[config.mk]
export PLATFORM = sky130hd
export DESIGN_NAME = spbb_div
export DESIGN_NICKNAME = d
export VERILOG_FILES = /design/src/spbb_pkg.sv /design/src/spbb_div.sv
export SDC_FILE = /design/constraint.sdc
export NUM_CORES = 1
export LEC_CHECK = 0
export BUFFER_PORTS_ARGS = -buffer_cell sky130_fd_sc_hd__buf_2
export CAP_MARGIN = 20
export CELL_PAD_IN_SITES_DETAIL_PLACEMENT = 1
export CELL_PAD_IN_SITES_GLOBAL_PLACEMENT = 1
export CORE_ASPECT_RATIO = 0.75
export CORE_MARGIN = 2
export CORE_UTILIZATION = 40
export DETAILED_ROUTE_END_ITERATION = 6
export HOLD_SLACK_MARGIN = 0.1
export PLACE_DENSITY = 0.79
export SYNTH_ARGS = -nofsm -noshare
export SYNTH_HDL_FRONTEND = slang
export SYNTH_SLANG_ARGS = --single-unit
[constraint.sdc]
create_clock -name clk -period 2.63 [get_ports clk]
set_input_delay 0.526 -clock clk [delete_from_list [all_inputs] [get_ports clk]]
set_output_delay 0.526 -clock clk [all_outputs]
set_load 0.02 [all_outputs]
[src/spbb_pkg.sv]
// shared types, constants and the arctangent table for the star/polygon bounding box
// used by spbb_div, spbb_cordic and star_polygon_bounding_box
package spbb_pkg;

	localparam int unsigned MAX_POINTS_DEF   = 256;
	localparam int unsigned CORDIC_STEPS_DEF = 16;

	localparam int unsigned NUM_W   = 48;   // dividend width
	localparam int unsigned DEN_W   = 17;   // divisor width
	localparam int unsigned QUO_W   = 32;   // kept quotient bits (binary angle)
	localparam int unsigned TRIG_W  = 34;   // cordic datapath, Q30 signed
	localparam int unsigned COORD_W = 25;   // Q16.8 signed coordinate
	localparam int unsigned RAD_W   = 24;
	localparam int unsigned PC_W    = 16;
	localparam int unsigned ROT_W   = 17;
	localparam int unsigned NPT_W   = 9;    // ceil(count), at most 256
	localparam int unsigned VRT_W   = 10;   // vertex count, at most 512

	localparam logic signed [TRIG_W-1:0] CORDIC_GAIN = TRIG_W'(652032874);
	localparam logic signed [COORD_W-1:0] COORD_MIN = -COORD_W'(16777216);
	localparam logic signed [COORD_W-1:0] COORD_MAX = COORD_W'(16777215);
	localparam int DEG_FULL    = 46080;
	localparam int DEG_QUARTER = 11520;

	typedef logic [QUO_W-1:0] angle_t;
	typedef logic signed [TRIG_W-1:0] trig_t;
	typedef logic signed [COORD_W-1:0] coord_t;

	// arctangent of 2^-i in units of 2^-32 turn
	function automatic logic [31:0] atan_turns(input logic [4:0] i);
		logic [31:0] v;
		case (i)
			5'd0:  v = 32'd536870912;
			5'd1:  v = 32'd316933406;
			5'd2:  v = 32'd167458907;
			5'd3:  v = 32'd85004756;
			5'd4:  v = 32'd42667331;
			5'd5:  v = 32'd21354465;
			5'd6:  v = 32'd10679838;
			5'd7:  v = 32'd5340245;
			5'd8:  v = 32'd2670163;
			5'd9:  v = 32'd1335087;
			5'd10: v = 32'd667544;
			5'd11: v = 32'd333772;
			5'd12: v = 32'd166886;
			5'd13: v = 32'd83443;
			5'd14: v = 32'd41722;
			5'd15: v = 32'd20861;
			5'd16: v = 32'd10430;
			5'd17: v = 32'd5215;
			5'd18: v = 32'd2608;
			5'd19: v = 32'd1304;
			5'd20: v = 32'd652;
			5'd21: v = 32'd326;
			5'd22: v = 32'd163;
			5'd23: v = 32'd81;
			default: v = 32'd0;
		endcase
		return v;
	endfunction

endpackage

[src/spbb_div.sv]
// restoring divider, one quotient bit per cycle, low 32 quotient bits kept
// depends on spbb_pkg
module spbb_div (
	input  logic                       clk,
	input  logic                       arst_n,
	input  logic                       start,
	input  logic [spbb_pkg::NUM_W-1:0] num,
	input  logic [spbb_pkg::DEN_W-1:0] den,
	output logic                       done,
	output spbb_pkg::angle_t           quot
);
	import spbb_pkg::*;

	localparam int CNT_W = $clog2(NUM_W);

	logic             busy_q;
	logic             done_q;
	logic [CNT_W-1:0] cnt_q;
	logic [NUM_W-1:0] num_q;
	logic [DEN_W-1:0] den_q;
	logic [DEN_W-1:0] rem_q;
	angle_t           quot_q;
	logic [DEN_W:0]   rem_sh;
	logic [DEN_W:0]   diff;
	logic             fits;

	assign rem_sh = {rem_q, num_q[NUM_W-1]};
	assign diff   = rem_sh - {1'b0, den_q};
	assign fits   = rem_sh >= {1'b0, den_q};

	always_ff @(posedge clk or negedge arst_n) begin
		if (!arst_n) begin
			busy_q <= 1'b0;
			done_q <= 1'b0;
			cnt_q  <= '0;
		end else begin
			done_q <= 1'b0;
			if (start) begin
				busy_q <= 1'b1;
				cnt_q  <= '0;
			end else if (busy_q) begin
				cnt_q <= cnt_q + 1'b1;
				if (cnt_q == CNT_W'(NUM_W - 1)) begin
					busy_q <= 1'b0;
					done_q <= 1'b1;
				end
			end
		end
	end

	always_ff @(posedge clk) begin
		if (start) begin
			num_q  <= num;
			den_q  <= den;
			rem_q  <= '0;
			quot_q <= '0;
		end else if (busy_q) begin
			num_q  <= {num_q[NUM_W-2:0], 1'b0};
			rem_q  <= fits ? diff[DEN_W-1:0] : rem_sh[DEN_W-1:0];
			quot_q <= {quot_q[QUO_W-2:0], fits};
		end
	end

	assign done = done_q;
	assign quot = quot_q;

endmodule

# Word-level counts from Yosys, hierarchy flattened
# Cells that the tools add are included.
dict set report classes {
  n_addsub 2
  n_mul 0
  div_mod_pow 0
  magnitude_cmp 1
  eq_ne 1
  shifts 0
  n_mux 11
  bitwise 0
  reduce_logical 1
}
# op n
set ops {}
lappend ops {{$mux W48} 2}
lappend ops {{$ge A18 B17 Y1} 1}
lappend ops {{$mux W17} 1}
lappend ops {{$sub A17 B17 Y17} 1}
lappend ops {{$mux W6} 2}
lappend ops {{$add A6 B1 Y6 const B} 1}
lappend ops {{$eq A6 B6 Y1 const B} 1}
lappend ops {{$mux W1} 6}
lappend ops {{$reduce_bool A2 Y1} 1}
dict set report totals {
  regBits 122
  latch_bits 0
  mem_bits_rw 0
  rom_bits 0
  input_bits 68
  memories 0
}

# Logic depth before layout (Yosys ltp)
# Gate-level depths: netlist of the first run.
dict set report logic_depth {
  depth_word 4
  depth_mapped 12
  depth_no_buf 11
}

# Least setup slack after synthesis of the first run
# OpenSTA, ideal clock, no wires.
dict set report synth_timing {
  path_kind {flip-flop to flip-flop}
  from {register num_q[47]}
  to {register rem_q[13]}
  arrival_time_ns 2.605
  required_time_ns 2.510
  path_slack_ns -0.094
  stages_incl_launch_ff 12
  synth_period_minus_slack_ns 2.724
  path_cell_list {edfxtp_1 -> inv_1 -> ha_1 -> inv_1 -> fa_1 -> a211oi_2 -> o21ai_1 -> a311oi_2 -> o211a_2 -> buf_6 -> nor3_1 -> o31a_1}
}
dict set report synth_via {
  elab_chain_len 2
  word_cells_on_any_way 3
}
# item line_no
set synth_lines {}
lappend synth_lines {{start: declaration} spbb_div.sv:19} ;# logic [NUM_W-1:0] num_q;
lappend synth_lines {{start signal: assignment} spbb_div.sv:53} ;# num_q <= num;
lappend synth_lines {{start signal: assignment} spbb_div.sv:58} ;# num_q <= {num_q[NUM_W-2:0], 1'b0};
lappend synth_lines {{$sub A17 B17 Y17 / $ge A18 B17 Y1 (equally long branches)} {spbb_div.sv:28, spbb_div.sv:29}}
lappend synth_lines {{$mux W17 (*)} spbb_div.sv:59} ;# rem_q <= fits ? diff[DEN_W-1:0] : rem_sh[DEN_W-1:0];
lappend synth_lines {{end signal: assignment} spbb_div.sv:59}
lappend synth_lines {{end: declaration} spbb_div.sv:21} ;# logic [DEN_W-1:0] rem_q;
# Every way passes the cells marked *; elsewhere a longest branch is shown, timed or not.
# A chain may end at the register's enable or synchronous reset.

# Worst setup path after layout of the first run
dict set report layout_timing {
  from {register rem_q[10]}
  to {register rem_q[12]}
}
dict set report layout_via {
  elab_chain_len 2
  word_cells_on_any_way 3
}
# item line_no
set layout_lines {}
lappend layout_lines {{$sub A17 B17 Y17 / $ge A18 B17 Y1 (equally long branches)} {spbb_div.sv:28, spbb_div.sv:29}}
lappend layout_lines {{$mux W17 (*)} spbb_div.sv:59}
# Marks and branches as above.

==> flow_summary_export.csv, run 1 <==
group,metric,value,unit
sta,fin_crit_sh,1.02,
sta,tns,-0.165,ns
run,maxCapViolCount,0,
logic_synthesis,ys_seq_area_frac,0.548,
cts,insertion_delay,0.42,ns
cts,cts_root_buf,"clkbuf_16",
outcome,violations,"negative setup slack",
worst_setup_path,cpMaxStageDelayCell,"o21ai_0",
logic_synthesis,synth_nets,572,
logic_synthesis,synth_top_area_share,0.341,
worst_setup_path,cpMostUsedCell,"buf_4",
floorplanning,coreArea,13800,µm²
cts,clock-sinks,122,
logic_synthesis,avgSynthCellArea,11.8,µm²
logic_synthesis,ys_seq_elements,122,
global_routing,grt_use_total,0.194,
logic_synthesis,yosys-top-cells-area,"edfxtp_1, dfxtp_1, mux2_2",
logic_synthesis,synth.most_common_cell,"nor2_1",
cts,clock_path_buffers,2,
cts,clk_pin_slew_worst_paths,0.06,ns
worst_setup_path,crit_required,2.91,ns
hold_path,hold_path.class,"in -> reg",
logic_synthesis,synth_common_cells,"nor2_1, edfxtp_1, dfxtp_1, mux2_2, mux2i_1",
drt,first_pass_iters,4,
sta,timing.fmax,373,MHz
global_routing,grt-ovfl-total,0,
floorplanning,die_area,15300,µm²
floorplanning,fp-row-count,37,
worst_setup_path,max_stage_delay,0.46,ns
drt,drt_iter0_markers,169,
sta,setup_violations,7,
floorplanning,fp.dieH,108,µm
worst_setup_path,critical_path_class,"reg -> reg",
drt,vias,4207,
sta,finalHoldViolCount,0,
logic_synthesis,synth-edff-count,65,
floorplanning,die_x,142,µm
logic_synthesis,yosys.area.top_type,"edfxtp_1",
sta,min_period,2.68,ns
drt,antenna_left,0,
cts,numCtsBuffers,17,
logic_synthesis,synth-main-ff-cell,"edfxtp_1",
layout,insertedDiodeCount,0,
logic_synthesis,syn_area,5720,µm²
global_routing,grt_pass1_vias,4334,
logic_synthesis,async_flop_share,0.0656,
sta,slew_headroom,0.619,
sta,postLayoutSetupSlackWorst,-0.0503,ns
worst_setup_path,cp.arrival,2.96,ns
drt,viasPerCell,5.31,
sta,worstMarginPinSlew,0.572,ns
pwr,pwr_density_cell,974,nW/µm²
logic_synthesis,yosysWarnings,0,
placed_design,placed_area,6490,µm²
logic_synthesis,yosys.cell_types.count,58,
floorplanning,io-pin-count,101,
layout,fin_nets,692,
sta,finClkSkew,0.00858,ns
drt,wirelength,14500,µm
placed_design,hpwl,9260,µm
pwr,ir_worst_vdd,489,µV
logic_synthesis,synth_cells,485,
floorplanning,start_util,0.413,
placed_design,port-buffer-count,100,
layout,drive_above_1_share,0.362,
worst_setup_path,critPathLaunchType,"register",
drt,wire_per_inst,18.3,µm
outcome,outcome,"complete, but fails checks",
worst_setup_path,worstPathMaxFanout,8,
layout,area_delta_synth_final,27.1,%
cts,h-tree-depth,4,
sta,drv_slew,0,
layout,post-route-cell-area,7270,µm²
global_routing,grt_start_max_net_pins,106,
worst_setup_path,critical_path.cell_chain,"ha_1 > buf_4 > a21oi_1 > o21ai_0 > nand2b_1 > o211a_4 > buf_4 > buf_4 > a221oi_2 > a211oi_2",
placed_design,gp_congestion,0.904,
pwr,leakagePower,3.34,nW
global_routing,antenna_found_initial,2,
drt,drc,0,
global_routing,grt_pass1_wl,22600,µm
sta,rsz0062_at_grt,"true",
worst_setup_path,cp-end-kind,"register",
cts,cts_tree,"done",
==> repair_timing <==
| action | in CTS | in global routing |
|---|---|---|
| buffers inserted | 2 | 5 |
| endpoints found under the setup margin | 13 | 17 |
| pin swaps | 4 | 7 |
| hold buffers | 1 | 0 |
| endpoints found under the hold margin | 8 | 0 |
| gates resized for setup | 2 | 14 |
| gates cloned | 0 | 1 |
==> layer usage <==
metal | track usage | vias to the layer above | wire length, µm
li1 | - | 2008 | -
met1 | 0.251 | 2071 | 6580
met2 | 0.300 | 102 | 6690
met3 | 0.0796 | 22 | 972
met4 | 0.0550 | 4 | 216
met5 | 0 | - | 24
==> metrics by stage <==
| step | std cells | setup WS [ns] | util | power [mW] | hold slack (ns) |
|---|---|---|---|---|---|
| 2_1_floorplan | 485 | 0.00186 | - | 3.74 | 0.230 |
| 3_3_place_gp | 752 | 0.0420 | 0.469 | 4.20 | 0.375 |
| 3_5_place_dp | 752 | -0.0680 | 0.469 | 4.29 | 0.376 |
| 4_1_cts | 787 | -0.0232 | 0.517 | 6.88 | 0.267 |
| 5_1_grt | 793 | -0.128 | 0.525 | 7.45 | 0.270 |
| 6_report | 793 | -0.0503 | 0.525 | 7.09 | 0.285 |
==> worst max-delay path: cells and delay by family, from the launching register on <==
kind            cells  cell delay (ns)
buf+inv             3             0.45
compound gates      5             1.15
flops               1             0.35
fa+ha+maj           1             0.33
simple gates        1             0.25
==> placed cells by master (no fill, tap or decap), types with 17 or more instances in the layout <==
cell / n
buf_2: 99
nand2_1: 24
ha_1: 17
mux2i_1: 35
clkbuf_16: 18
edfxtp_1: 65
buf_4: 18
dfxtp_1: 49
nor2_1: 67
inv_1: 21
mux2_2: 47
==> report_power, final <==
| part | total (mW) | switching (mW) | leakage [nW] | internal, mW |
|---|---|---|---|---|
| clock | 2.50 | 0.905 | 0.300 | 1.59 |
| sequential | 2.41 | 0.162 | 1.18 | 2.25 |
| combinational | 2.17 | 1.14 | 1.86 | 1.04 |
==> kinds of logic (layout without fill, tap and decap cells) <==
family	count (synthesis)	count (layout)	share of synthesized area
and+or+nand+nor	125	125	0.0984
DFF	122	122	0.548
muxes	83	83	0.156
AOI/OAI and AO/OA	80	80	0.106
buffers and inverters	46	179	0.0341
adders and majority gates	19	19	0.0429
xor gates and xnor gates	10	10	0.0153
==> layout make-up <==
type	instances	area, µm²
tap	175	219
clock inverter	14	199
fill	1477	6570
multi-input combinational	317	2460
timing repair buffer	124	748
inverter	23	86.3
sequential	122	3130
clock buffer	18	429
==> final timing paths <==
kind / cells past startpoint / slack (ns) / endpoint / startpoint
max: 10 / -0.05 / rem_q[12] / rem_q[10]
min: 1 / 0.29 / den_q[10] / den[10]
max reg2reg: 10 / -0.05 / rem_q[12] / rem_q[10]
min reg2reg: 2 / 0.50 / rem_q[7] / rem_q[7]
max in group asynchronous: 2 / 1.91 / busy_q / arst_n
min in group asynchronous: 2 / 0.53 / cnt_q[0] / arst_n
==> flip-flops by register name (all words and copies together), names as in the netlist <==
signal  count
quot       32
den_q      17
done        1
num_q      48
busy_q      1
rem_q      17
cnt_q       6
No activity file was read; power rests on OpenSTA's default activity.
==> inputs of run 2 (changes only) <==
CORE_UTILIZATION = 46   (was 40)
CTS_BUF_LIST = sky130_fd_sc_hd__clkbuf_8   (was default)
PLACE_DENSITY = 0.85   (was 0.79)
clock period = 2.66 ns   (was 2.63 ns; I/O delays follow)
==> run 2 against run 1 <==
Effect of this change: sequential share of layout area grew 1.5 points; via count down 0.69%; maximum frequency down 0.41%; global-route usage grew 2.0 points; combinational power is essentially flat; design area decreased by 3.3%; worst hold slack got worse by 0.017 ns; largest cell class unchanged; critical endpoint is now rem_q[6]; the flow still finishes with violations (negative setup slack); wire length decreased by 2.0%; final cell count shrank 0.50%.
==> flow_summary_export.csv, run 2 (same netlist as run 1, synthesis figures left out) <==
group,metric,value,unit
drt,vias,4178,
layout,fillCellCount,1313,
global_routing,grt-ovfl-total,0,
worst_setup_path,cp.arrival,3.00,ns
floorplanning,die_x,133,µm
layout,post-route-cell-area,7030,µm²
drt,wire_per_inst,18.0,µm
global_routing,grt_start_max_net_pins,65,
pwr,pwr_density_cell,872,nW/µm²
sta,finalHoldViolCount,0,
layout,fin_util,0.575,
global_routing,grt_use_total,0.214,
hold_path,hold_path.class,"in -> reg",
floorplanning,coreArea,12200,µm²
floorplanning,fp-row-count,35,
floorplanning,io-pin-count,101,
placed_design,gp_congestion,0.852,
layout,largest_reg_flops,48,
layout,insertedDiodeCount,0,
drt,drt_iter0_markers,202,
layout,drive_above_1_share,0.366,
cts,insertion_delay,0.43,ns
sta,rsz0062_at_grt,"true",
cts,cts_tree,"done",
sta,postLayoutSetupSlackWorst,-0.0314,ns
placed_design,hpwl,9630,µm
sta,finClkSkew,0.00763,ns
global_routing,grt_pass1_vias,4453,
drt,drc,0,
worst_setup_path,critical_path_class,"reg -> reg",
layout,final_cell_mix,"buf_2, nor2_1, edfxtp_1",
placed_design,port-buffer-count,100,
worst_setup_path,worstPathMaxFanout,6,
cts,clock-sinks,122,
run,maxCapViolCount,0,
sta,drv_slew,0,
worst_setup_path,critPathLaunchType,"register",
sta,timing.fmax,372,MHz
floorplanning,start_util,0.468,
outcome,outcome,"complete, but fails checks",
drt,first_pass_iters,4,
worst_setup_path,crit_required,2.97,ns
worst_setup_path,cp-end-kind,"register",
placed_design,placed_area,6520,µm²
global_routing,antenna_found_initial,0,
layout,final_cell_count_no_fill,789,
sta,fin_crit_sh,1.01,
layout,area_delta_synth_final,22.9,%
sta,slew_headroom,0.621,
placed_design,dpl.cell_count,748,
cts,numCtsBuffers,17,
cts,h-tree-depth,4,
placed_design,place_ws,-0.0587,ns
sta,setup_violations,3,
drt,wirelength,14200,µm
sta,min_period,2.69,ns
pwr,ir_worst_vdd,432,µV
drt,viasPerCell,5.30,
layout,mostFrequentLayoutCell,"buf_2",
pwr,leakagePower,3.24,nW
cts,clk_pin_slew_worst_paths,0.08,ns
layout,regMostFlops,"num_q",
outcome,violations,"negative setup slack",
pwr,p_total,6.13,mW
drt,antenna_left,0,
sta,worstMarginPinSlew,0.569,ns
global_routing,grt_pass1_wl,22300,µm
cts,cts_root_buf,"clkbuf_8",
floorplanning,die_area,13400,µm²
cts,clock_path_buffers,2,
floorplanning,fp.dieH,101,µm
layout,fin_nets,697,
==> run 2: cell count changes in the layout (fill, tap and decap cells not counted), sizes merged <==
cell,delta
buf,+5
inv,+4
bufinv,-3
clkinv,-2
clkinvlp,+2
clkbuf,-1
==> run 2: power by group <==
part / internal, mW / total (mW) / switching (mW)
logic: 1.05 / 2.17 / 1.12
clock network: 0.751 / 1.58 / 0.830
registers: 2.22 / 2.38 / 0.156
==> run 2: area by class of cell <==
type	count	area, µm²	share of cell area
flip-flops and latches	122	3130	0.446
clock inverters	15	138	0.0196
inverters	23	86.3	0.0123
well taps	166	208	0.0295
multi-input cells	317	2450	0.348
clock buffers	17	234	0.0333
repair buffers	129	782	0.111
==> run 2: metal layers <==
metal	vias to the layer above	GRT usage	wire length, µm
met4	0	0.0769	222
met1	2048	0.254	6070
met3	24	0.0699	849
li1	2014	-	-
met2	92	0.368	7050
met5	-	0	0
==> run 2: critical path, stage by stage, from the launching register on <==
cell and delay [ns]:
edfxtp_1 0.39, inv_1 0.08, ha_1 0.16, inv_1 0.06, fa_2 0.37, a211oi_4 0.24, o21ai_2 0.11, a311oi_2 0.33
buf_4 0.20, o211ai_4 0.13, mux2_2 0.31, mux2i_1 0.14, nor2_1 0.06
==> run 2: metrics by stage <==
step                setup TNS [ns]  hold slack (ns)
floorplan                        0            0.236
global placement                 0            0.380
detailed placement          -0.365            0.378
CTS                              0            0.239
global route                -0.858            0.246
finish                     -0.0478            0.268
==> run 2: path summary, 6_finish.rpt <==
| path | cells past startpoint | slack (ns) | from | end |
|---|---|---|---|---|
| max | 12 | -0.03 | num_q[47] | rem_q[6] |
| min | 1 | 0.27 | den[14] | den_q[14] |
| max reg2reg | 12 | -0.03 | num_q[47] | rem_q[6] |
| min reg2reg | 2 | 0.51 | rem_q[10] | rem_q[10] |
| max in group asynchronous | 2 | 1.97 | arst_n | busy_q |
| min in group asynchronous | 2 | 0.51 | arst_n | busy_q |
==> run 2: timing repair <==
item                                    4_1_cts  5_1_grt
hold endpoints to repair                      8        0
pin swaps                                     4        6
gates resized for setup                       3        9
buffers inserted                              2        5
gates cloned                                  0        1
hold buffers                                  1        0
endpoints found under the setup margin       15       14
