File: src/spbb_pkg.sv
// shared types, constants and the arctangent table for the star/polygon bounding box
// used by spbb_div, spbb_cordic and star_polygon_bounding_box
package spbb_pkg;

	localparam int unsigned MAX_POINTS_DEF   = 256;
	localparam int unsigned CORDIC_STEPS_DEF = 16;

	localparam int unsigned NUM_W   = 48;   // dividend width
	localparam int unsigned DEN_W   = 17;   // divisor width
	localparam int unsigned QUO_W   = 32;   // kept quotient bits (binary angle)
	localparam int unsigned TRIG_W  = 34;   // cordic datapath, Q30 signed
	localparam int unsigned COORD_W = 25;   // Q16.8 signed coordinate
	localparam int unsigned RAD_W   = 24;
	localparam int unsigned PC_W    = 16;
	localparam int unsigned ROT_W   = 17;
	localparam int unsigned NPT_W   = 9;    // ceil(count), at most 256
	localparam int unsigned VRT_W   = 10;   // vertex count, at most 512

	localparam logic signed [TRIG_W-1:0] CORDIC_GAIN = TRIG_W'(652032874);
	localparam logic signed [COORD_W-1:0] COORD_MIN = -COORD_W'(16777216);
	localparam logic signed [COORD_W-1:0] COORD_MAX = COORD_W'(16777215);
	localparam int DEG_FULL    = 46080;
	localparam int DEG_QUARTER = 11520;

	typedef logic [QUO_W-1:0] angle_t;
	typedef logic signed [TRIG_W-1:0] trig_t;
	typedef logic signed [COORD_W-1:0] coord_t;

	// arctangent of 2^-i in units of 2^-32 turn
	function automatic logic [31:0] atan_turns(input logic [4:0] i);
		logic [31:0] v;
		case (i)
			5'd0:  v = 32'd536870912;
			5'd1:  v = 32'd316933406;
			5'd2:  v = 32'd167458907;
			5'd3:  v = 32'd85004756;
			5'd4:  v = 32'd42667331;
			5'd5:  v = 32'd21354465;
			5'd6:  v = 32'd10679838;
			5'd7:  v = 32'd5340245;
			5'd8:  v = 32'd2670163;
			5'd9:  v = 32'd1335087;
			5'd10: v = 32'd667544;
			5'd11: v = 32'd333772;
			5'd12: v = 32'd166886;
			5'd13: v = 32'd83443;
			5'd14: v = 32'd41722;
			5'd15: v = 32'd20861;
			5'd16: v = 32'd10430;
			5'd17: v = 32'd5215;
			5'd18: v = 32'd2608;
			5'd19: v = 32'd1304;
			5'd20: v = 32'd652;
			5'd21: v = 32'd326;
			5'd22: v = 32'd163;
			5'd23: v = 32'd81;
			default: v = 32'd0;
		endcase
		return v;
	endfunction

endpackage

File: src/spbb_cordic.sv
// rotation-mode cordic, one micro-rotation per cycle with separate shifters for x and y
// depends on spbb_pkg
module spbb_cordic #(
	parameter int unsigned STEPS = spbb_pkg::CORDIC_STEPS_DEF
) (
	input  logic              clk,
	input  logic              arst_n,
	input  logic              start,
	input  spbb_pkg::angle_t  angle,
	output logic              done,
	output spbb_pkg::trig_t   cosine,
	output spbb_pkg::trig_t   sine
);
	import spbb_pkg::*;

	localparam int IT_W = $clog2(STEPS);

	logic            busy_q;
	logic            done_q;
	logic            flip_q;
	logic [IT_W-1:0] iter_q;
	trig_t           x_q;
	trig_t           y_q;
	trig_t           z_q;
	trig_t           dx;
	trig_t           dy;
	trig_t           at;
	logic            flip;

	assign flip = angle[31] ^ angle[30];
	assign dx   = y_q >>> iter_q;
	assign dy   = x_q >>> iter_q;
	assign at   = TRIG_W'(atan_turns(5'(iter_q)));

	always_ff @(posedge clk or negedge arst_n) begin
		if (!arst_n) begin
			busy_q <= 1'b0;
			done_q <= 1'b0;
			iter_q <= '0;
		end else begin
			done_q <= 1'b0;
			if (start) begin
				busy_q <= 1'b1;
				iter_q <= '0;
			end else if (busy_q) begin
				iter_q <= iter_q + 1'b1;
				if (iter_q == IT_W'(STEPS - 1)) begin
					busy_q <= 1'b0;
					done_q <= 1'b1;
				end
			end
		end
	end

	always_ff @(posedge clk) begin
		if (start) begin
			// left half plane: turn by half a turn, negate at the end
			flip_q <= flip;
			x_q    <= CORDIC_GAIN;
			y_q    <= '0;
			z_q    <= TRIG_W'($signed({angle[31] ^ flip, angle[30:0]}));
		end else if (busy_q) begin
			if (!z_q[TRIG_W-1]) begin
				x_q <= x_q - dx;
				y_q <= y_q + dy;
				z_q <= z_q - at;
			end else begin
				x_q <= x_q + dx;
				y_q <= y_q - dy;
				z_q <= z_q + at;
			end
		end
	end

	assign done   = done_q;
	assign cosine = flip_q ? -x_q : x_q;
	assign sine   = flip_q ? -y_q : y_q;

endmodule

File: config.mk
export PLATFORM = sky130hd
export DESIGN_NAME = spbb_cordic
export DESIGN_NICKNAME = d
export VERILOG_FILES = /design/src/spbb_pkg.sv /design/src/spbb_cordic.sv
export SDC_FILE = /design/constraint.sdc
export NUM_CORES = 1
export LEC_CHECK = 0
export ABC_AREA = 1
export BUFFER_PORTS_ARGS = -buffer_cell sky130_fd_sc_hd__buf_2
export CELL_PAD_IN_SITES_DETAIL_PLACEMENT = 2
export CELL_PAD_IN_SITES_GLOBAL_PLACEMENT = 2
export CORE_MARGIN = 2
export CORE_UTILIZATION = 34
export DETAILED_ROUTE_END_ITERATION = 12
export MAX_ROUTING_LAYER = met4
export PLACE_DENSITY_LB_ADDON = 0.1
export RECOVER_POWER = 100
export SLEW_MARGIN = 40
export SYNTH_ARGS = -nofsm -noshare
export SYNTH_HDL_FRONTEND = slang
export SYNTH_SLANG_ARGS = --single-unit
File: constraint.sdc
create_clock -name clk -period 5.57 [get_ports clk]
set_clock_uncertainty 0.05 [all_clocks]
set_input_delay 0.2785 -clock clk [delete_from_list [all_inputs] [get_ports clk]]
set_output_delay 0.2785 -clock clk [all_outputs]
set_load 0.02 [all_outputs]
After elaboration in Yosys (flattened, before gate mapping)
Memory sizes are Yosys's and may differ from the RTL's.
Cells that the tools add are included.

storage, ports and cells
  logic and storage cells = 38
  output and inout bits = 69
  register bits after elaboration = 109
  input bits = 35
  memories kept = 1
  bits in read-only memories = 480

memories
  memory            words  bits a word  read ports  clocked after Yosys merged registers in  wr ports  RTL line        source
  (name not given)  16     30           1           0                                        0         spbb_pkg.sv:32  case (i)

operators by class
  bitwise logic cells = 2
  mux-type cells = 15
  shifts and indexed selects = 2
  eq/ne operators = 1
  reduce and logical (&&, ||, !) cells = 1
  add/sub/neg operators = 9

operator list
  cell                                                           count
  34-bit 2-to-1 mux                                              7
  34-bit adder                                                   2
  34-bit negation                                                2
  34-bit by 4-bit >>> shifter with 34-bit output                 2
  34-bit subtractor                                              2
  34-bit by 33-bit adder with 34-bit output                      1
  34-bit by 33-bit subtractor with 34-bit output                 1
  4-bit 2-to-1 mux                                               2
  1-bit 2-to-1 mux                                               6
  4-bit by 1-bit adder with 4-bit output, second input constant  1
  4-bit == test, second input constant                           1
  2-bit nonzero test                                             1
  1-bit bitwise XOR                                              2

Depth between registers and ports, before layout
Gate-level depths: netlist of run 1.
An unclocked memory read counts as a cell.

  word-level depth = 5
  gate-level depth with buffers = 34
  depth with buffers taken out = 33

Worst setup path after synthesis of run 1
OpenSTA, ideal clock, no wires.

  path type = register to register
  from = reg iter_q[1]
  to = reg z_q[25] (data pin)
  buffers on the path = 3
  data arrival time = 4.244 ns
  setup time = 0.254 ns
  stages on the path, launching flop included = 26
  period minus slack after synthesis = 4.548 ns
  data required time = 5.266 ns
  path slack = 1.022 ns
  cells stage by stage = dfrtp_1 > buf_4 > inv_4 > buf_6 > buf_4 > ha_1 > o21ai_0 > nor2_1 > a21oi_2 > ha_1 > nand4_1 > nor2_1 > nand3_1 > o21ai_0 > xor2_1 > inv_1 > ha_1 > a21oi_1 > inv_1 > a31oi_1 > o221ai_1 > a21oi_1 > o21ai_0 > or2_2 > nand3_1 > nand2_1

on the way
  cells in the longest elaborated chain, start to end = 5
  elaborated cells on any way between the ends = 6
  those cells by class = 2 x add/sub; 3 x mux; 1 x memory

ends and longest elaborated chain
  what                                                                                                                RTL line                              source
  start: declaration                                                                                                  spbb_cordic.sv:21                     logic [IT_W-1:0] iter_q;
  start signal: assignment                                                                                            spbb_cordic.sv:46                     iter_q <= iter_q + 1'b1;
  memory read 16 x 30 bit (*)                                                                                         n/a
  34-bit by 33-bit subtractor with 34-bit output / 34-bit by 33-bit adder with 34-bit output (equally long branches)  spbb_cordic.sv:66, spbb_cordic.sv:70
  34-bit 2-to-1 mux (*)                                                                                               spbb_cordic.sv:63                     if (!z_q[TRIG_W-1]) begin
  34-bit 2-to-1 mux (*)                                                                                               spbb_cordic.sv:62                     end else if (busy_q) begin
  34-bit 2-to-1 mux (*)                                                                                               spbb_cordic.sv:56                     if (start) begin
  end signal: assignment                                                                                              spbb_cordic.sv:61                     z_q <= TRIG_W'($signed({angle[31] ^ flip, angle[30:0]}));
  end signal: assignment                                                                                              spbb_cordic.sv:66                     z_q <= z_q - at;
  end signal: assignment                                                                                              spbb_cordic.sv:70                     z_q <= z_q + at;
  end: declaration                                                                                                    spbb_cordic.sv:24                     trig_t z_q;

Mark *: on every way between the ends. The rest lies on a longest branch, timed or not. The select of a mux whose other input is x is not followed.
A chain may end at the register's enable or synchronous reset.

Worst setup path in the final report of run 1
  from = reg iter_q[1]
  to = reg y_q[33]

on the way
  cells in the longest elaborated chain, start to end = 3
  elaborated cells on any way between the ends = 4
  those cells by class = 2 x add/sub; 1 x shift; 1 x mux

ends and longest elaborated chain
  what                                                      RTL line                              source
  34-bit by 4-bit >>> shifter with 34-bit output (*)        spbb_cordic.sv:32                     assign dy = x_q >>> iter_q;
  34-bit adder / 34-bit subtractor (equally long branches)  spbb_cordic.sv:65, spbb_cordic.sv:69
  34-bit 2-to-1 mux (*)                                     spbb_cordic.sv:63
  end signal: assignment                                    spbb_cordic.sv:65                     y_q <= y_q + dy;
  end signal: assignment                                    spbb_cordic.sv:69                     y_q <= y_q - dy;
  end: declaration                                          spbb_cordic.sv:23                     trig_t y_q;

Mark *: on every way between the ends. The rest lies on a longest branch, timed or not.

==> results.txt, run 1 <==
worst min-delay path class - in2reg
First DRT Iteration DRCs - 1017
TritonRoute pass-1 iters - 6
cell taking the most area after synthesis - nand2_1
fillers - 6280
crit path launch type - flip-flop
fin crit share - 94.9%
Detailed Route WL - 77200 µm
PortBufs - 103
syn avg cell area - 5.89 µm²
DR vias/cell - 5.59
Multi-input gate area - 0.0126 mm²
Clock Path Buffers - 2
critical path data arrival time - 5.59 ns
die area - 0.0508 mm²
Critical R2R Launch - iter_q[1]$_DFFE_PN0P_
initial antenna violation count - 1
slack of the critical path - 0.286 ns
sequential fraction of the synthesis area - 15.4%
FF-to-FF path depth - 28
failing checks - capacitance limit, slew limit
# DRC - 0
top cells by area, synth - nand2_1 (18%), nand3_1 (10%), ha_1 (8.6%)
post-detail-place hpwl - 62600 µm
GRT overflow - 0
synthesized area - 0.0167 mm²
nets@finish - 3042
die span in x - 225 µm
CORE AREA - 0.0486 mm²
placed cells - 3496
yosys warns - 0
RSZ-0062 raised after global routing - yes
Final Hold Viols - 0
number of global-route vias before repair - 20912
R2R Path End - y_q[33]$_SDFFE_PP0P_
CTS tree - done
Worst Hold Path Cells - 3
Diodes inserted - 0
routed len/inst - 22.0 µm
Crit. End Element - flip-flop
Worst Hold End - z_q[26]$_DFFE_PP_
Reg clk slew, reported paths - 0.10 ns
GPL Wtd Cong - 0.890
GRT Util Overall - 31.2%
post-synth top area share - 18.3%
root buf cell - clkbuf_16
Setup Viol. Count Final - 0
Initial Utilization - 34.3%
maximum number of pins on one net before global-route repair - 71
R2R setup slack - 0.29 ns
Yosys reg bits - 109
fmax - 189 MHz
worst-skew pair later-pin latency - 0.42 ns
first-pass GRT wire length - 120000 µm
WP data required - 5.88 ns
CTS buffer count - 9
Crit path top cell by count - nand3_1
die height - 225 µm
worst slew pin tran - 2.14 ns
count leader, synth - nand2_1
layout cell share with drive strength beyond 1 - 7.43%
Fin Setup TNS - 0 ns
CP max stage cell - a211oi_2
status - finished, violations left
H-tree depth - 3
Post-DRT Antenna Nets - 0
dominant synthesized flop cell - dfxtp_1
clk sinks - 109
Post-Syn Nets - 2985
vias - 19667
number of synthesized flops with an enable pin - 35
crit-path max cell delay - 0.49 ns
Async S/R FF share, synth - 5.50%
I/O pin cnt - 104
Max FO, Critical Path - 64
Synth cell types - 62
register area - 0.00257 mm²
slew margin rel. - -42.5%
critical path type - reg2reg
final-report max-slew violation count - 116
Synth Instances - 2833
Layout area overhead - 8.94%
Max Cap Viol - 3
non-filler cells in the finished layout - 3517
Placement Setup Slack - -0.341 ns
Post-synth top cells - nand2_1 (811), nand3_1 (343), nor2_1 (292)
hold path startpoint - angle[26]
min Tclk post-route - 5.28 ns
num rows - 81
registers in the layout, summed over array words and instances, names as in the netlist:
name and cells:
y_q 34, flip_q 1, done 1, iter_q 4, busy_q 1, x_q 34, z_q 34
through the flow:
step                      hold slack, ns  area [µm²]  util [%]
after floorplan                  -0.0671       16700         -
after detailed placement          0.0847       17800      36.6
final                             0.0746       18200      37.3
after CTS                         0.0642       18200      37.3
after global routing              0.0850       18200      37.3
after global placement            0.0849       17800      36.6
how the worst max path moves through the flow:
stage | slack [ns] | to | startpoint | cells after the start
3_3_place_gp | -0.12 | y_q[33]$_SDFFE_PP0P_ | iter_q[1]$_DFFE_PN0P_ | 25
2_1_floorplan | 1.02 | z_q[25]$_DFFE_PP_ | iter_q[1]$_DFFE_PN0P_ | 25
3_5_place_dp | -0.34 | y_q[33]$_SDFFE_PP0P_ | iter_q[1]$_DFFE_PN0P_ | 29
6_report | 0.29 | y_q[33]$_SDFFE_PP0P_ | iter_q[1]$_DFFE_PN0P_ | 28
5_1_grt | -0.02 | z_q[27]$_DFFE_PP_ | iter_q[1]$_DFFE_PN0P_ | 23
4_1_cts | 0.07 | y_q[33]$_SDFFE_PP0P_ | iter_q[1]$_DFFE_PN0P_ | 29
metal layers:
layer	vias to the layer above	GRT usage, %	wire length [µm]
met4	0	8.82	1900
met3	90	3.81	2480
li1	9482	-	-
met5	-	-	0
met1	9798	39.8	36300
met2	297	52.0	36500
area by class of cell:
cell class / instances / area share [%]
Inverter: 270 / 5.61
Timing Repair Buffer: 148 / 4.84
Clock inverter: 7 / 0.503
Multi-Input combinational cell: 2352 / 69.4
Clock buffer: 9 / 1.24
Sequential cell: 109 / 14.1
Tap cell: 622 / 4.28
layout by cell type (no fill, tap or decap), drive strengths merged, types with 32 or more instances in the layout:
cell	Yosys	layout
a21oi	170	170
buf	70	98
clkbuf	32	58
dfxtp	68	68
edfxtp	35	35
ha	114	114
inv	267	268
nand2	822	822
nand3	344	344
nor2	307	307
nor3	40	40
o21ai	139	139
o22ai	32	32
or2	37	37
xnor2	65	65
xor2	128	128
critical path: cells and delay by family (launching register included):
family	cells	cell delay (ns)
compound gates	4	0.96
xor+xnor	1	0.17
fa+ha+maj	2	0.53
buf+inv	4	0.46
flops	1	0.43
simple gates	17	2.52
cell families after synthesis:
family / after synthesis / share of synthesized area, %
compound gates: 445 / 15.2
simple gates: 1597 / 41.0
flops: 109 / 15.4
buf+inv: 372 / 9.36
xor+xnor: 193 / 10.1
fa+ha+maj: 117 / 8.91
repair_timing:
action | 4_1_cts | 5_1_grt
hold endpoints to repair | 6 | 0
resized for setup | 2 | 16
setup endpoints to repair | 1 | 7
hold buffers | 1 | 0
gates cloned | 0 | 0
setup buffers | 0 | 4
pin swaps | 0 | 2
Power of run 1 is left out: the tool's default activity adds up to more than one toggle a clock period on the data nets, which glitch-free logic cannot reach.
==> run 2: changes to the inputs <==
ABC_AREA = default   (was 1)
CORE_UTILIZATION = 38   (was 34)
==> results.txt, run 2 <==
yosys warns - 0
Initial Utilization - 38.7%
number of synthesized flops with an enable pin - 35
slack of the critical path - -0.0309 ns
count leader, synth - nand2_1
crit path from - iter_q[0]$_DFFE_PN0P_
FF-to-FF path depth - 22
Synth Instances - 2196
syn avg cell area - 7.83 µm²
fmax - 179 MHz
synthesized area - 0.0172 mm²
die height - 217 µm
CORE AREA - 0.0444 mm²
First DRT Iteration DRCs - 1271
slew margin rel. - -24.3%
hold slack - 0.0905 ns
CTS tree - done
min Tclk post-route - 5.60 ns
Clock Path Buffers - 2
failing checks - capacitance limit, slew limit, setup timing
crit path launch type - flip-flop
number of global-route vias before repair - 19866
initial antenna violation count - 1
Yosys reg bits - 109
CP Capture Point - x_q[32]$_SDFFE_PP0P_
Post-Syn Nets - 2348
I/O pin cnt - 104
Diodes inserted - 0
GRT overflow - 0
post-synth top area share - 8.39%
vias - 19010
layout cell share with drive strength beyond 1 - 27.6%
DR vias/cell - 6.23
fin crit share - 101%
GRT Util Overall - 33.7%
RSZ-0062 raised after global routing - yes
R2R Path End - x_q[32]$_SDFFE_PP0P_
GPL Wtd Cong - 0.950
worst min-delay path class - in2reg
most frequent cells in the layout - buf_4 (290), nand2_1 (207), nor2_1 (183)
H-tree depth - 3
cell taking the most area after synthesis - mux4_2
clk sinks - 109
routed len/inst - 26.9 µm
sequential fraction of the synthesis area - 14.9%
Layout area overhead - 24.5%
status - finished, violations left
worst-skew pair later-pin latency - 0.42 ns
CTS buffer count - 9
Critical R2R Launch - iter_q[0]$_DFFE_PN0P_
Detailed Route WL - 82000 µm
nets@finish - 2604
Synth cell types - 92
TritonRoute pass-1 iters - 5
top flop regs - x_q (34), y_q (34), z_q (34)
WP data required - 5.81 ns
# DRC - 0
first-pass GRT wire length - 120000 µm
Placement Setup Slack - -0.560 ns
post-detail-place hpwl - 60000 µm
top cells by area, synth - mux4_2 (8.4%), ha_1 (8.3%), dfxtp_1 (7.9%)
die span in x - 217 µm
Async S/R FF share, synth - 5.50%
worst slew pin tran - 1.87 ns
Setup Viol. Count Final - 1
commonest non-fill, non-tap cell in the layout - buf_4
Reg clk slew, reported paths - 0.09 ns
critical path data arrival time - 5.84 ns
fillers - 4997
die area - 0.0469 mm²
Post-DRT Antenna Nets - 0
Crit. End Element - flip-flop
Final Hold Viols - 0
R2R setup slack - -0.03 ns
Max Cap Viol - 1
root buf cell - clkbuf_16
maximum number of pins on one net before global-route repair - 67
Post-synth top cells - nand2_1 (213), nor2_1 (191), o21ai_0 (174)
critical path type - reg2reg
num rows - 77
PortBufs - 103
dominant synthesized flop cell - dfxtp_1
Max FO, Critical Path - 7
final-report max-slew violation count - 32
-- run 2: critical path, cell delays in order (launching register included) --
cell and delay, ns:
dfrtp_4 0.62, clkbuf_16 0.24, buf_4 0.12, mux4_2 0.57, nor3_2 0.21, a21oi_1 0.08
o21ai_2 0.12, buf_4 0.17, and4_2 0.29, nand3_2 0.18, nor3_4 0.24, a21oi_1 0.13
xnor2_2 0.26, ha_1 0.30, buf_4 0.16, a21o_1 0.16, a21oi_1 0.25, nor2b_2 0.23
o21ai_2 0.09, a2111o_1 0.39, a31oi_1 0.21, xor2_1 0.29, o21ai_1 0.10
-- run 2: kinds of logic (layout without fill, tap and decap cells) --
kind of cell | count (synthesis) | count (layout) | share of synthesized area [%]
compound gates | 671 | 671 | 24.8
mux | 192 | 192 | 16.2
simple gates | 635 | 635 | 17.2
fa+ha+maj | 118 | 118 | 8.71
buf+inv | 229 | 490 | 5.79
flops | 109 | 109 | 14.9
xor+xnor | 242 | 242 | 12.4
-- run 2: how the worst min path moves through the flow --
stage                     slack, ns  cells past startpoint               endpoint       from
after global placement         0.07                      1  iter_q[2]$_DFFE_PN0P_     arst_n
after global routing           0.11                      3      z_q[24]$_DFFE_PP_  angle[24]
final                          0.09                      3      z_q[24]$_DFFE_PP_  angle[24]
after floorplan               -0.07                      0       busy_q$_DFF_PN0_     arst_n
after CTS                      0.08                      3      z_q[27]$_DFFE_PP_  angle[27]
after detailed placement       0.07                      1         done$_DFF_PN0_     arst_n
-- run 2: per-stage QoR --
step	util, %	area, µm²	cells	TNS, ns
floorplan	-	17300	2196	0
global placement	44.5	19800	2975	-0.865
detailed placement	44.5	19800	2975	-1.76
CTS	45.7	20300	3001	-0.00120
global route	48.2	21400	3049	-1.71
finish	48.2	21400	3049	-0.0309
-- run 2: cell type report --
| type | count | area, µm² | share of cell area, % |
|---|---|---|---|
| repair buffers | 422 | 3240 | 15.1 |
| flip-flops and latches | 109 | 2580 | 12.1 |
| clock buffers | 11 | 275 | 1.29 |
| well taps | 592 | 741 | 3.46 |
| multi-input cells | 1858 | 14300 | 66.9 |
| clock inverters | 5 | 51.3 | 0.240 |
| inverters | 52 | 201 | 0.941 |
-- run 2: repair_timing --
| action | CTS | global route |
|---|---|---|
| gates cloned | 2 | 5 |
| setup endpoints to repair | 14 | 35 |
| gates resized for setup | 23 | 148 |
| setup buffers | 7 | 42 |
| pin swaps | 8 | 65 |
| endpoints found under the hold margin | 6 | 0 |
| hold buffers | 1 | 0 |
-- run 2: metal layers --
metal	global-route usage (%)	vias up	wire length (µm)
li1	-	8562	-
met1	45.4	9785	37200
met2	54.2	553	38700
met3	2.79	110	4080
met4	9.18	0	2040
met5	-	-	0
Power of run 2 is left out for the same reason.
